### config.mk
export PLATFORM = sky130hd
export DESIGN_NAME = binary_gram_matrix_engine
export DESIGN_NICKNAME = d
export VERILOG_FILES = /design/src/sv/bgm_pkg.sv /design/src/sv/bgm_ram.sv /design/src/sv/bgm_ctrl.sv /design/src/sv/bgm_dp.sv /design/src/sv/binary_gram_matrix_engine.sv
export SDC_FILE = /design/constraint.sdc
export NUM_CORES = 2
export LEC_CHECK = 0
export BUFFER_PORTS_ARGS = -buffer_cell sky130_fd_sc_hd__buf_2
export CAP_MARGIN = 40
export CORE_UTILIZATION = 55
export CTS_CLUSTER_DIAMETER = 30
export DETAILED_ROUTE_END_ITERATION = 7
export HOLD_SLACK_MARGIN = 0.15
export PLACE_DENSITY = 0.71
export SLEW_MARGIN = 10
export SYNTH_ARGS = -nofsm -noshare
export SYNTH_HDL_FRONTEND = slang
export SYNTH_HIERARCHICAL = 1
export SYNTH_SLANG_ARGS = --single-unit
### constraint.sdc
create_clock -name clk -period 8.08 [get_ports clk]
set_clock_uncertainty 0.2 [all_clocks]
set_input_delay 2.424 -clock clk [delete_from_list [all_inputs] [get_ports clk]]
set_output_delay 2.424 -clock clk [all_outputs]
set_load 0.02 [all_outputs]
### src/sv/bgm_pkg.sv
// ----------------------------------------------------------------------------
// bgm_pkg
// Shared types, sizes and helper functions of the binary Gram-matrix engine.
// ----------------------------------------------------------------------------
package bgm_pkg;

	// store and row sizes
	localparam int MAX_POINTS = 64;
	localparam int MAX_BLOCKS = 64;

	// field widths fixed by the interface
	localparam int ROW_W = 64;
	localparam int IDX_W = 6;
	localparam int CNT_W = 7;
	localparam int NB_W  = 7;

	// store addressing and fill counter
	localparam int ADDR_W = $clog2(MAX_POINTS);
	localparam int SEEN_W = $clog2(MAX_POINTS + 1);

	localparam logic [NB_W-1:0]   NB_RESET = NB_W'(MAX_BLOCKS);
	localparam logic [SEEN_W-1:0] SEEN_FULL = SEEN_W'(MAX_POINTS);

	// one input request
	typedef struct packed {
		logic [ROW_W-1:0] row_bits;
		logic             last_row;
	} item_t;

	// one result
	typedef struct packed {
		logic [IDX_W-1:0] row_index;
		logic [IDX_W-1:0] col_index;
		logic [CNT_W-1:0] common_count;
		logic             last_of_run;
		logic             overflow;
	} res_t;

	// controller to datapath commands
	typedef struct packed {
		logic              load;
		logic [ADDR_W-1:0] wr_addr;
		logic              rd;
		logic              ovf;
		logic [IDX_W-1:0]  row_idx;
		logic [IDX_W-1:0]  col_idx;
		logic              last;
	} cmd_t;

	// mask of the blocks in use, count clamped to MAX_BLOCKS
	function automatic logic [ROW_W-1:0] block_mask(input logic [NB_W-1:0] nb);
		logic [NB_W-1:0]  lim;
		logic [ROW_W-1:0] m;
		lim = (nb > NB_W'(MAX_BLOCKS)) ? NB_W'(MAX_BLOCKS) : nb;
		for (int h = 0; h < ROW_W; h++) begin
			m[h] = (NB_W'(h) < lim);
		end
		return m;
	endfunction

	// adder-tree population count of one row
	function automatic logic [CNT_W-1:0] popcount(input logic [ROW_W-1:0] x);
		logic [CNT_W-1:0] s [ROW_W];
		for (int i = 0; i < ROW_W; i++) begin
			s[i] = CNT_W'(x[i]);
		end
		for (int lvl = 0; lvl < $clog2(ROW_W); lvl++) begin
			for (int i = 0; i < (ROW_W >> (lvl + 1)); i++) begin
				s[i] = s[2*i] + s[2*i+1];
			end
		end
		return s[0];
	endfunction

endpackage

### src/sv/bgm_ram.sv
// ----------------------------------------------------------------------------
// bgm_ram
// Generic single-write, single-read RAM with registered read data.
// ----------------------------------------------------------------------------
module bgm_ram #(
	parameter int WIDTH = 64,
	parameter int DEPTH = 64
) (
	input  logic                     clk,
	input  logic                     we,
	input  logic [$clog2(DEPTH)-1:0] waddr,
	input  logic [WIDTH-1:0]         wdata,
	input  logic                     re,
	input  logic [$clog2(DEPTH)-1:0] raddr,
	output logic [WIDTH-1:0]         rdata
);

	logic [WIDTH-1:0] mem_q [DEPTH];

	// write port
	always_ff @(posedge clk) begin
		if (we) begin
			mem_q[waddr] <= wdata;
		end
	end

	// registered read port
	always_ff @(posedge clk) begin
		if (re) begin
			rdata <= mem_q[raddr];
		end
	end

endmodule

### src/sv/bgm_ctrl.sv
// ----------------------------------------------------------------------------
// bgm_ctrl
// Controller: tracks the fill of the row store and sequences the reads of
// one run, one stored row per cycle.
// ----------------------------------------------------------------------------
module bgm_ctrl (
	input  logic         clk,
	input  logic         arst_n,
	input  logic         start,
	input  logic         last_row,
	output logic         busy,
	output bgm_pkg::cmd_t cmd
);
	import bgm_pkg::*;

	localparam logic ST_IDLE = 1'b0;
	localparam logic ST_RUN  = 1'b1;

	logic              state_q;
	logic [SEEN_W-1:0] seen_q;
	logic [ADDR_W-1:0] idx_q;
	logic [ADDR_W-1:0] col_q;
	logic              accept;
	logic              full;
	logic              run_end;

	assign busy    = (state_q == ST_RUN);
	assign accept  = start && !busy;
	assign full    = (seen_q >= SEEN_FULL);
	assign run_end = (col_q == idx_q);

	// commands to the datapath
	always_comb begin
		cmd.load    = accept && !full;
		cmd.wr_addr = seen_q[ADDR_W-1:0];
		cmd.rd      = busy;
		cmd.ovf     = accept && full;
		cmd.row_idx = IDX_W'(idx_q);
		cmd.col_idx = IDX_W'(col_q);
		cmd.last    = run_end;
	end

	// state, fill count and run counters
	always_ff @(posedge clk or negedge arst_n) begin
		if (!arst_n) begin
			state_q <= ST_IDLE;
			seen_q  <= '0;
			idx_q   <= '0;
			col_q   <= '0;
		end else begin
			case (state_q)
				ST_IDLE: begin
					if (accept) begin
						if (!full) begin
							idx_q   <= seen_q[ADDR_W-1:0];
							col_q   <= '0;
							state_q <= ST_RUN;
							seen_q  <= last_row ? '0 : seen_q + 1'b1;
						end else if (last_row) begin
							seen_q <= '0;
						end
					end
				end
				ST_RUN: begin
					if (run_end) begin
						state_q <= ST_IDLE;
					end else begin
						col_q <= col_q + 1'b1;
					end
				end
				default: begin
					state_q <= ST_IDLE;
				end
			endcase
		end
	end

endmodule

### src/sv/bgm_dp.sv
// ----------------------------------------------------------------------------
// bgm_dp
// Datapath: block-count register, row masking, row store, and the
// AND-popcount pipeline that forms each result.
// ----------------------------------------------------------------------------
module bgm_dp (
	input  logic                         clk,
	input  logic                         arst_n,
	input  bgm_pkg::cmd_t                cmd,
	input  logic [bgm_pkg::ROW_W-1:0]    row_bits,
	input  logic                         cfg_valid,
	input  logic [bgm_pkg::NB_W-1:0]     cfg_data,
	output bgm_pkg::res_t                result,
	output logic                         strobe
);
	import bgm_pkg::*;

	logic [NB_W-1:0]  num_blocks_q;
	logic [ROW_W-1:0] row_masked;
	logic [ROW_W-1:0] row_q;
	logic [ROW_W-1:0] rd_data;

	logic             valid_s1;
	logic             ovf_s1;
	logic             last_s1;
	logic [IDX_W-1:0] row_idx_s1;
	logic [IDX_W-1:0] col_idx_s1;
	logic [ROW_W-1:0] row_s1;

	res_t             res_q;
	logic             strobe_q;

	// block count register
	always_ff @(posedge clk or negedge arst_n) begin
		if (!arst_n) begin
			num_blocks_q <= NB_RESET;
		end else if (cfg_valid) begin
			num_blocks_q <= cfg_data;
		end
	end

	assign row_masked = row_bits & block_mask(num_blocks_q);

	// new row held for the whole run
	always_ff @(posedge clk) begin
		if (cmd.load) begin
			row_q <= row_masked;
		end
	end

	// row store
	bgm_ram #(
		.WIDTH(ROW_W),
		.DEPTH(MAX_POINTS)
	) u_store (
		.clk   (clk),
		.we    (cmd.load),
		.waddr (cmd.wr_addr),
		.wdata (row_masked),
		.re    (cmd.rd),
		.raddr (cmd.col_idx[ADDR_W-1:0]),
		.rdata (rd_data)
	);

	// stage 1 control, aligned with the store read data
	always_ff @(posedge clk or negedge arst_n) begin
		if (!arst_n) begin
			valid_s1 <= 1'b0;
		end else begin
			valid_s1 <= cmd.rd || cmd.ovf;
		end
	end

	// stage 1 payload
	always_ff @(posedge clk) begin
		if (cmd.rd || cmd.ovf) begin
			ovf_s1     <= cmd.ovf;
			last_s1    <= cmd.ovf || cmd.last;
			row_idx_s1 <= cmd.ovf ? '0 : cmd.row_idx;
			col_idx_s1 <= cmd.ovf ? '0 : cmd.col_idx;
			row_s1     <= row_q;
		end
	end

	// output register strobe
	always_ff @(posedge clk or negedge arst_n) begin
		if (!arst_n) begin
			strobe_q <= 1'b0;
		end else begin
			strobe_q <= valid_s1;
		end
	end

	// output register payload: AND and count of common blocks
	always_ff @(posedge clk) begin
		if (valid_s1) begin
			res_q.row_index    <= row_idx_s1;
			res_q.col_index    <= col_idx_s1;
			res_q.common_count <= ovf_s1 ? '0 : popcount(row_s1 & rd_data);
			res_q.last_of_run  <= last_s1;
			res_q.overflow     <= ovf_s1;
		end
	end

	assign result = res_q;
	assign strobe = strobe_q;

endmodule

### src/sv/binary_gram_matrix_engine.sv
// ----------------------------------------------------------------------------
// binary_gram_matrix_engine
// Lower triangle of A * A^T for a 0/1 incidence matrix, one point row in,
// one result per stored row out.
// ----------------------------------------------------------------------------
// usage
//   request channel: item is taken at a clock edge with start high and busy
//   low. The row is masked to num_blocks columns and written to the store unless the store is full.
//   result channel: strobe marks one result for one cycle; there is no
//   back-pressure, the receiver must take every result as it comes.
//   config channel: cfg_valid with cfg_data writes num_blocks; cfg_ready is
//   always high. Write only while no run is in flight.
// timing
//   row n of a matrix (n from 0) gives n+1 results, one per cycle, the first
//   after the store read with stage 1 and then the output register. busy stays
//   high while the run reads the stored rows through the single read port
//   of the row store, so a new request waits until busy is low again.
//   A row with the store full gives one overflow result through the stage-1
//   and output registers and leaves busy low.
// reset
//   arst_n clears the fill count and sets num_blocks to 64; the store itself
//   is not cleared, only rows of the current matrix are read.
// ----------------------------------------------------------------------------
module binary_gram_matrix_engine (
	input  logic                     clk,
	input  logic                     arst_n,
	input  logic                     start,
	output logic                     busy,
	input  bgm_pkg::item_t           item,
	input  logic                     cfg_valid,
	output logic                     cfg_ready,
	input  logic [bgm_pkg::NB_W-1:0] cfg_data,
	output bgm_pkg::res_t            result,
	output logic                     strobe
);
	import bgm_pkg::*;

	cmd_t cmd;

	assign cfg_ready = 1'b1;

	// sequencer
	bgm_ctrl u_ctrl (
		.clk      (clk),
		.arst_n   (arst_n),
		.start    (start),
		.last_row (item.last_row),
		.busy     (busy),
		.cmd      (cmd)
	);

	// store and count pipeline
	bgm_dp u_dp (
		.clk       (clk),
		.arst_n    (arst_n),
		.cmd       (cmd),
		.row_bits  (item.row_bits),
		.cfg_valid (cfg_valid && cfg_ready),
		.cfg_data  (cfg_data),
		.result    (result),
		.strobe    (strobe)
	);

endmodule

---- Yosys cells after proc, flatten, opt, wreduce, memory -nomap -nowiden ----
Memories as Yosys holds them, arrays and structs flattened. A register that Yosys moved wholly into a read port is not among the register bits.
Cells that the tools add are included.
storage, ports and cells
  register bits ........................... 192
  bits in latches ......................... 0
  RAM bits ................................ 4096
  bits in read-only memories .............. 0
  bits of input ports ..................... 76
  output and inout bits ................... 24
  word-level logic and storage cells ...... 183
  memories ................................ 1
memory list
  name                words  width  rd ports  clocked after memory_dff  write ports  line           text
  u_dp.u_store.mem_q  64     64     1         1                         1            bgm_ram.sv:18  logic [WIDTH-1:0] mem_q [DEPTH];
cells by class
  add/sub/neg operators ................... 65
  $mul .................................... 0
  div/mod/pow operators ................... 0
  $lt $le $gt $ge ......................... 66
  equality and inequality tests ........... 5
  shifts and indexed selects .............. 0
  mux-type cells .......................... 14
  bitwise logic cells ..................... 4
  reductions and logical operators ........ 10
operators by type and width
  operator                                                                      count
  6-bit by 7-bit less-than comparator with 1-bit output (first input constant)  32
  7-bit adder                                                                   31
  64-bit bitwise AND                                                            2
  5-bit by 7-bit less-than comparator with 1-bit output (first input constant)  16
  1-bit by 1-bit adder with 2-bit output                                        32
  4-bit by 7-bit less-than comparator with 1-bit output (first input constant)  8
  3-bit by 7-bit less-than comparator with 1-bit output (first input constant)  4
  7-bit two-way mux                                                             4
  6-bit two-way mux                                                             3
  1-bit by 7-bit less-than comparator with 1-bit output (first input constant)  2
  2-bit by 7-bit less-than comparator with 1-bit output (first input constant)  2
  6-bit case mux with 2 select lines                                            1
  3-bit AND reduction                                                           3
  7-bit by 1-bit adder with 7-bit output (second input constant)                1
  7-bit >= comparator (second input constant)                                   1
  7-bit > comparator (second input constant)                                    1
  6-bit by 1-bit adder with 6-bit output (second input constant)                1
  6-bit == test                                                                 1
  2-bit inequality test (second input constant)                                 3
  1-bit two-way mux                                                             5
  1-bit logical AND                                                             3
  1-bit zero test                                                               2
  1-bit logical OR                                                              2
  2-bit by 1-bit inequality test with 1-bit output (second input constant)      1
  2 further kinds                                                               3

---- Longest topological paths before layout ----
  depth after elaboration ................. 7
  gate-level depth with buffers ........... 22
  gate-level depth less buffers ........... 22

---- Hierarchy ----
Netlist, hierarchy kept.
by module, submodules not included
  module                     times used  cells each  area each (um2)  seq. area each (um2)
  bgm_ram                    1           6598        156989.3         124919.8
  bgm_dp                     1           579         8210.4           5121.2
  bgm_ctrl                   1           130         1139.8           500.5
  binary_gram_matrix_engine  1           2           11.3             0.0

---- Worst setup path before layout ----
Ideal clock, no wire load.
  path type ............................... input to register
  start ................................... in start
  end ..................................... mem u_dp.u_store.mem_q[48][0] (enable)
  library setup time ...................... 0.564 ns
  arrival ................................. 8.364 ns
  data required time ...................... 7.316 ns
  setup slack ............................. -1.049 ns
  cell stages on the path ................. 5
  path buffers ............................ 0
  cell sequence ........................... nor2b_1 -> nand2_1 -> inv_2 -> nand4b_1 -> nor3_1
RTL lines
  item         line                             text
  from (decl)  binary_gram_matrix_engine.sv:27  input logic start,
  to (decl)    bgm_ram.sv:18

---- Worst setup path after layout ----
  start ................................... reg u_dp.u_store.rdata[23], read port of u_dp.u_store.mem_q
  end ..................................... reg u_dp.res_q, in the netlist u_dp/result[6], data pin
between the ends
  word-level cells in the longest chain between the ends .. 7
ends and longest elaborated chain
  item                                    line           text
  from (decl)                             bgm_ram.sv:15  output logic [WIDTH-1:0] rdata
  64-bit bitwise AND                      bgm_dp.sv:99   res_q.common_count <= ovf_s1 ? '0 : popcount(row_s1 & rd_data);
  1-bit by 1-bit adder with 2-bit output  bgm_pkg.sv:69  s[i] = s[2*i] + s[2*i+1];
  7-bit adder (5 in a row)                bgm_pkg.sv:69
  to (decl)                               bgm_dp.sv:30   res_t res_q;
Every way passes these cells.
A chain may end at the register's enable or synchronous reset.

==> metrics.md <==
| Metric | Value |
|---|---|
| RSZ-0062 raised after global routing | no |
| Hold buffer count at cts | 0 |
| Crit path DAT | 7.15 ns |
| Core ar. | 0.300 mm^2 |
| Gate power share | 30.9% |
| Post-synth ARST share | 0.666% |
| Clk pwr share | 36.4% |
| Clock buffer depth | 4 |
| CTS tree | yes |
| Initial Util | 55.4% |
| Vias/cell | 6.89 |
| Post-synth EDFFs | 4323 |
| Core Util, Final | 66.1% |
| Number of antenna violations at the first check in global routing | 44 |
| RePlAce Congestion | 0.964 |
| Die X | 552 um |
| Postcts setup bufs | 0 |
| Max cap viols | 0 |
| Final instance area | 0.198 mm^2 |
| WL final | 483 mm |
| Hold/Removal Path Class | flip-flop to flip-flop |
| Max FO, Critical Path | 3 |
| Synth Register Bits | 4352 |
| Compound-Gate Fraction of Synth Area | 2.77% |
| Warnings from Yosys | 6 |
| Post_cts resized | 0 |
| Detail Placement HPWL | 269 mm |
| Rows | 201 |
| Worst Path Required | 8.72 ns |
| CP startpoint kind | flip-flop |
| Post-route setup TNS | 0 ns |
| Post-synthesis mux area share | 14.7% |
| DP Cell Count | 11289 |
| Synth Area in Simple Gates | 1.82% |
| Grt ovf | 0 |
| Wire per inst | 38.3 um |
| I/O pin total | 100 |
| PD cells | 413 mW/mm^2 |
| Vias | 86846 |
| Worst-Skew Late Latency | 1.05 ns |
| PortBufs | 98 |
| CTS sink cnt | 4352 |
| P&R area growth vs syn | 19.3% |
| Slew margin rel. | 32.9% |
| Layout cells sized above 1 | 32.4% |
| Syn Area/Cell | 22.8 um^2 |
| Pre-antenna DRT Iters | 6 |
| Total CTS buffers | 681 |
| Syn Inst Count | 7309 |
| Syn Std Cell Area | 0.166 mm^2 |
| Most common cell after layout, fill and taps aside | edfxtp_1 |
| Final hold violation count | 0 |
| CTS clk-pin slew, worst paths | 0.06 ns |
| Vias in the first global route | 87807 |
| Most frequent cells in the layout | edfxtp_1 (4323), mux4_2 (1024), clkbuf_16 (687) |
| Min Tclk post-route | 6.50 ns |
| Cell Area, Placed | 0.174 mm^2 |
| Switching share of power | 32.7% |
| Sequential power share | 32.7% |
| Fin. max-slew vios | 0 |
| Run status | finished clean |
| Largest net degree at the start of global routing | 99 |
| NetSw | 26800 uW |
| First-pass GRT wire length | 674 mm |
| Netlist cell types | 62 |
| H-tree levels | 6 |
| Critical path type | flip-flop to flip-flop |
| Antenna Nets Post-Route | 0 |
| Die H | 552 um |
| Worst slew pin tran | 1.00 ns |
| Lkg Pwr | 0.0640 uW |
| Layout Nets | 8175 |
| Synth Area in XOR/XNOR | 0.0316% |
| Cells on worst reg2reg path | 19 |
| CTS root buffer | clkbuf_16 |
| Largest family of logic cells by synthesized area | multiplexers |
| Primary FF master, synth | edfxtp_1 |
| Die area | 0.305 mm^2 |
| Period Utilization, post-route | 80.5% |
| Total track usage | 32.1% |
| Setup-failing EPs final | 0 |
| Critical Path Sink Type | flip-flop |
| Hold Path Depth | 0 |
| Net count after synthesis | 7457 |
| Fmax | 0.154 GHz |
| Register area share after synthesis | 78.5% |
| Synth Area in Adders | 0.785% |
| Drt first-iter violations | 13311 |
| Max IR drop VDD | 2.14 mV |
| Post-route DRC | 0 |
| Post-route insts no fill | 12600 |
| Int Pwr | 55200 uW |
## cells by family (layout without fill, tap and decap cells)
family          Yosys count  in the layout
fa+ha+maj                72             72
other cells               1             28
simple gates            602            602
xor+xnor                  6              6
buf+inv                 489           1795
compound gates          618            618
flops                  4352           4352
mux                    1169           1169
## area by class of cell
class | instances | area [um^2]
antenna | 27 | 67.6
clock buffer | 752 | 17400
clock inverter | 519 | 6440
fill | 18197 | 102000
inverter | 86 | 325
multi-input combinational | 2468 | 34600
sequential | 4352 | 131000
tap | 3958 | 4950
timing repair buffer | 438 | 4130
## synth_stat cells, types with 29 or more instances
cell type	instances	area (um^2)
edfxtp_1	4323	130000
mux4_2	1024	23100
buf_2	179	896
a22oi_1	168	1260
clkbuf_1	152	571
nor2_1	144	541
nand2_1	142	533
mux2i_1	138	1380
a22o_1	89	780
inv_1	85	319
o22ai_1	83	519
a211oi_1	66	495
and3_1	64	400
nor2b_1	56	350
fa_1	54	1080
nand3_1	54	270
buf_4	43	323
o221ai_1	38	333
and2_1	37	231
o21ai_0	30	150
or2_2	30	188
or3_1	29	181
## layer usage
metal | routed length [um] | track usage, %
met1 | 162000 | 41.7
met2 | 227000 | 49.8
met3 | 59600 | 7.90
met4 | 33600 | 19.0
met5 | 161 | 0
## worst max-delay path: stages (launching register included)
cell      delay, ns
edfxtp_1       0.36
and2_1         0.16
fa_1           0.54
inv_1          0.05
fa_1           0.51
inv_1          0.07
fa_1           0.50
inv_1          0.05
fa_1           0.48
fa_1           0.52
fa_1           0.52
fa_1           0.53
fa_1           0.49
inv_1          0.07
ha_1           0.19
inv_1          0.07
fa_1           0.38
nor2b_1        0.22
o21ai_0        0.14
a211oi_1       0.24
## per-stage QoR
step           setup WS [ns]  total power, uW  hold WS [ns]
2_1_floorplan          0.481            45000         0.200
3_3_place_gp            1.71            51900         0.201
3_5_place_dp            1.59            52200         0.205
4_1_cts                 1.58            82000         0.198
5_1_grt                 1.20            84600         0.186
6_report                1.58            82000         0.176
## power groups by stage
| stage | logic [uW] | clock network [uW] | registers, uW |
|---|---|---|---|
| 5_1_grt | 26800 | 31000 | 26800 |
| 3_3_place_gp | 24600 | 0 | 27200 |
| 2_1_floorplan | 17900 | 0 | 27100 |
| 6_report | 25400 | 29800 | 26800 |
| 4_1_cts | 25200 | 30000 | 26800 |
| 3_5_place_dp | 25000 | 0 | 27200 |
## flip-flops by register name, indices dropped and copies added (netlist names), 6 cells and up
register,cells
u_dp/u_store/mem_q,4096
u_dp/row_q,64
u_dp/row_s1,64
u_dp/u_store/rdata,64
u_dp/result,21
u_ctrl/seen_q,7
u_dp/num_blocks_q,7
u_ctrl/col_q,6
u_ctrl/idx_q,6
u_dp/col_idx_s1,6
u_dp/row_idx_s1,6
## path summary, 6_finish.rpt
check | endpoint | slack (ns) | from
max | u_dp/result[6] | 1.58 | u_dp/u_store/rdata[23]
min | u_dp/row_s1[33] | 0.18 | u_dp/row_q[33]
max reg2reg | u_dp/result[6] | 1.58 | u_dp/u_store/rdata[23]
min reg2reg | u_dp/row_s1[33] | 0.18 | u_dp/row_q[33]
max in group asynchronous | u_ctrl/col_q[2] | 5.87 | arst_n
min in group asynchronous | u_dp/valid_s1 | 1.28 | arst_n
Note: power is estimated with default switching activity, not from simulation.
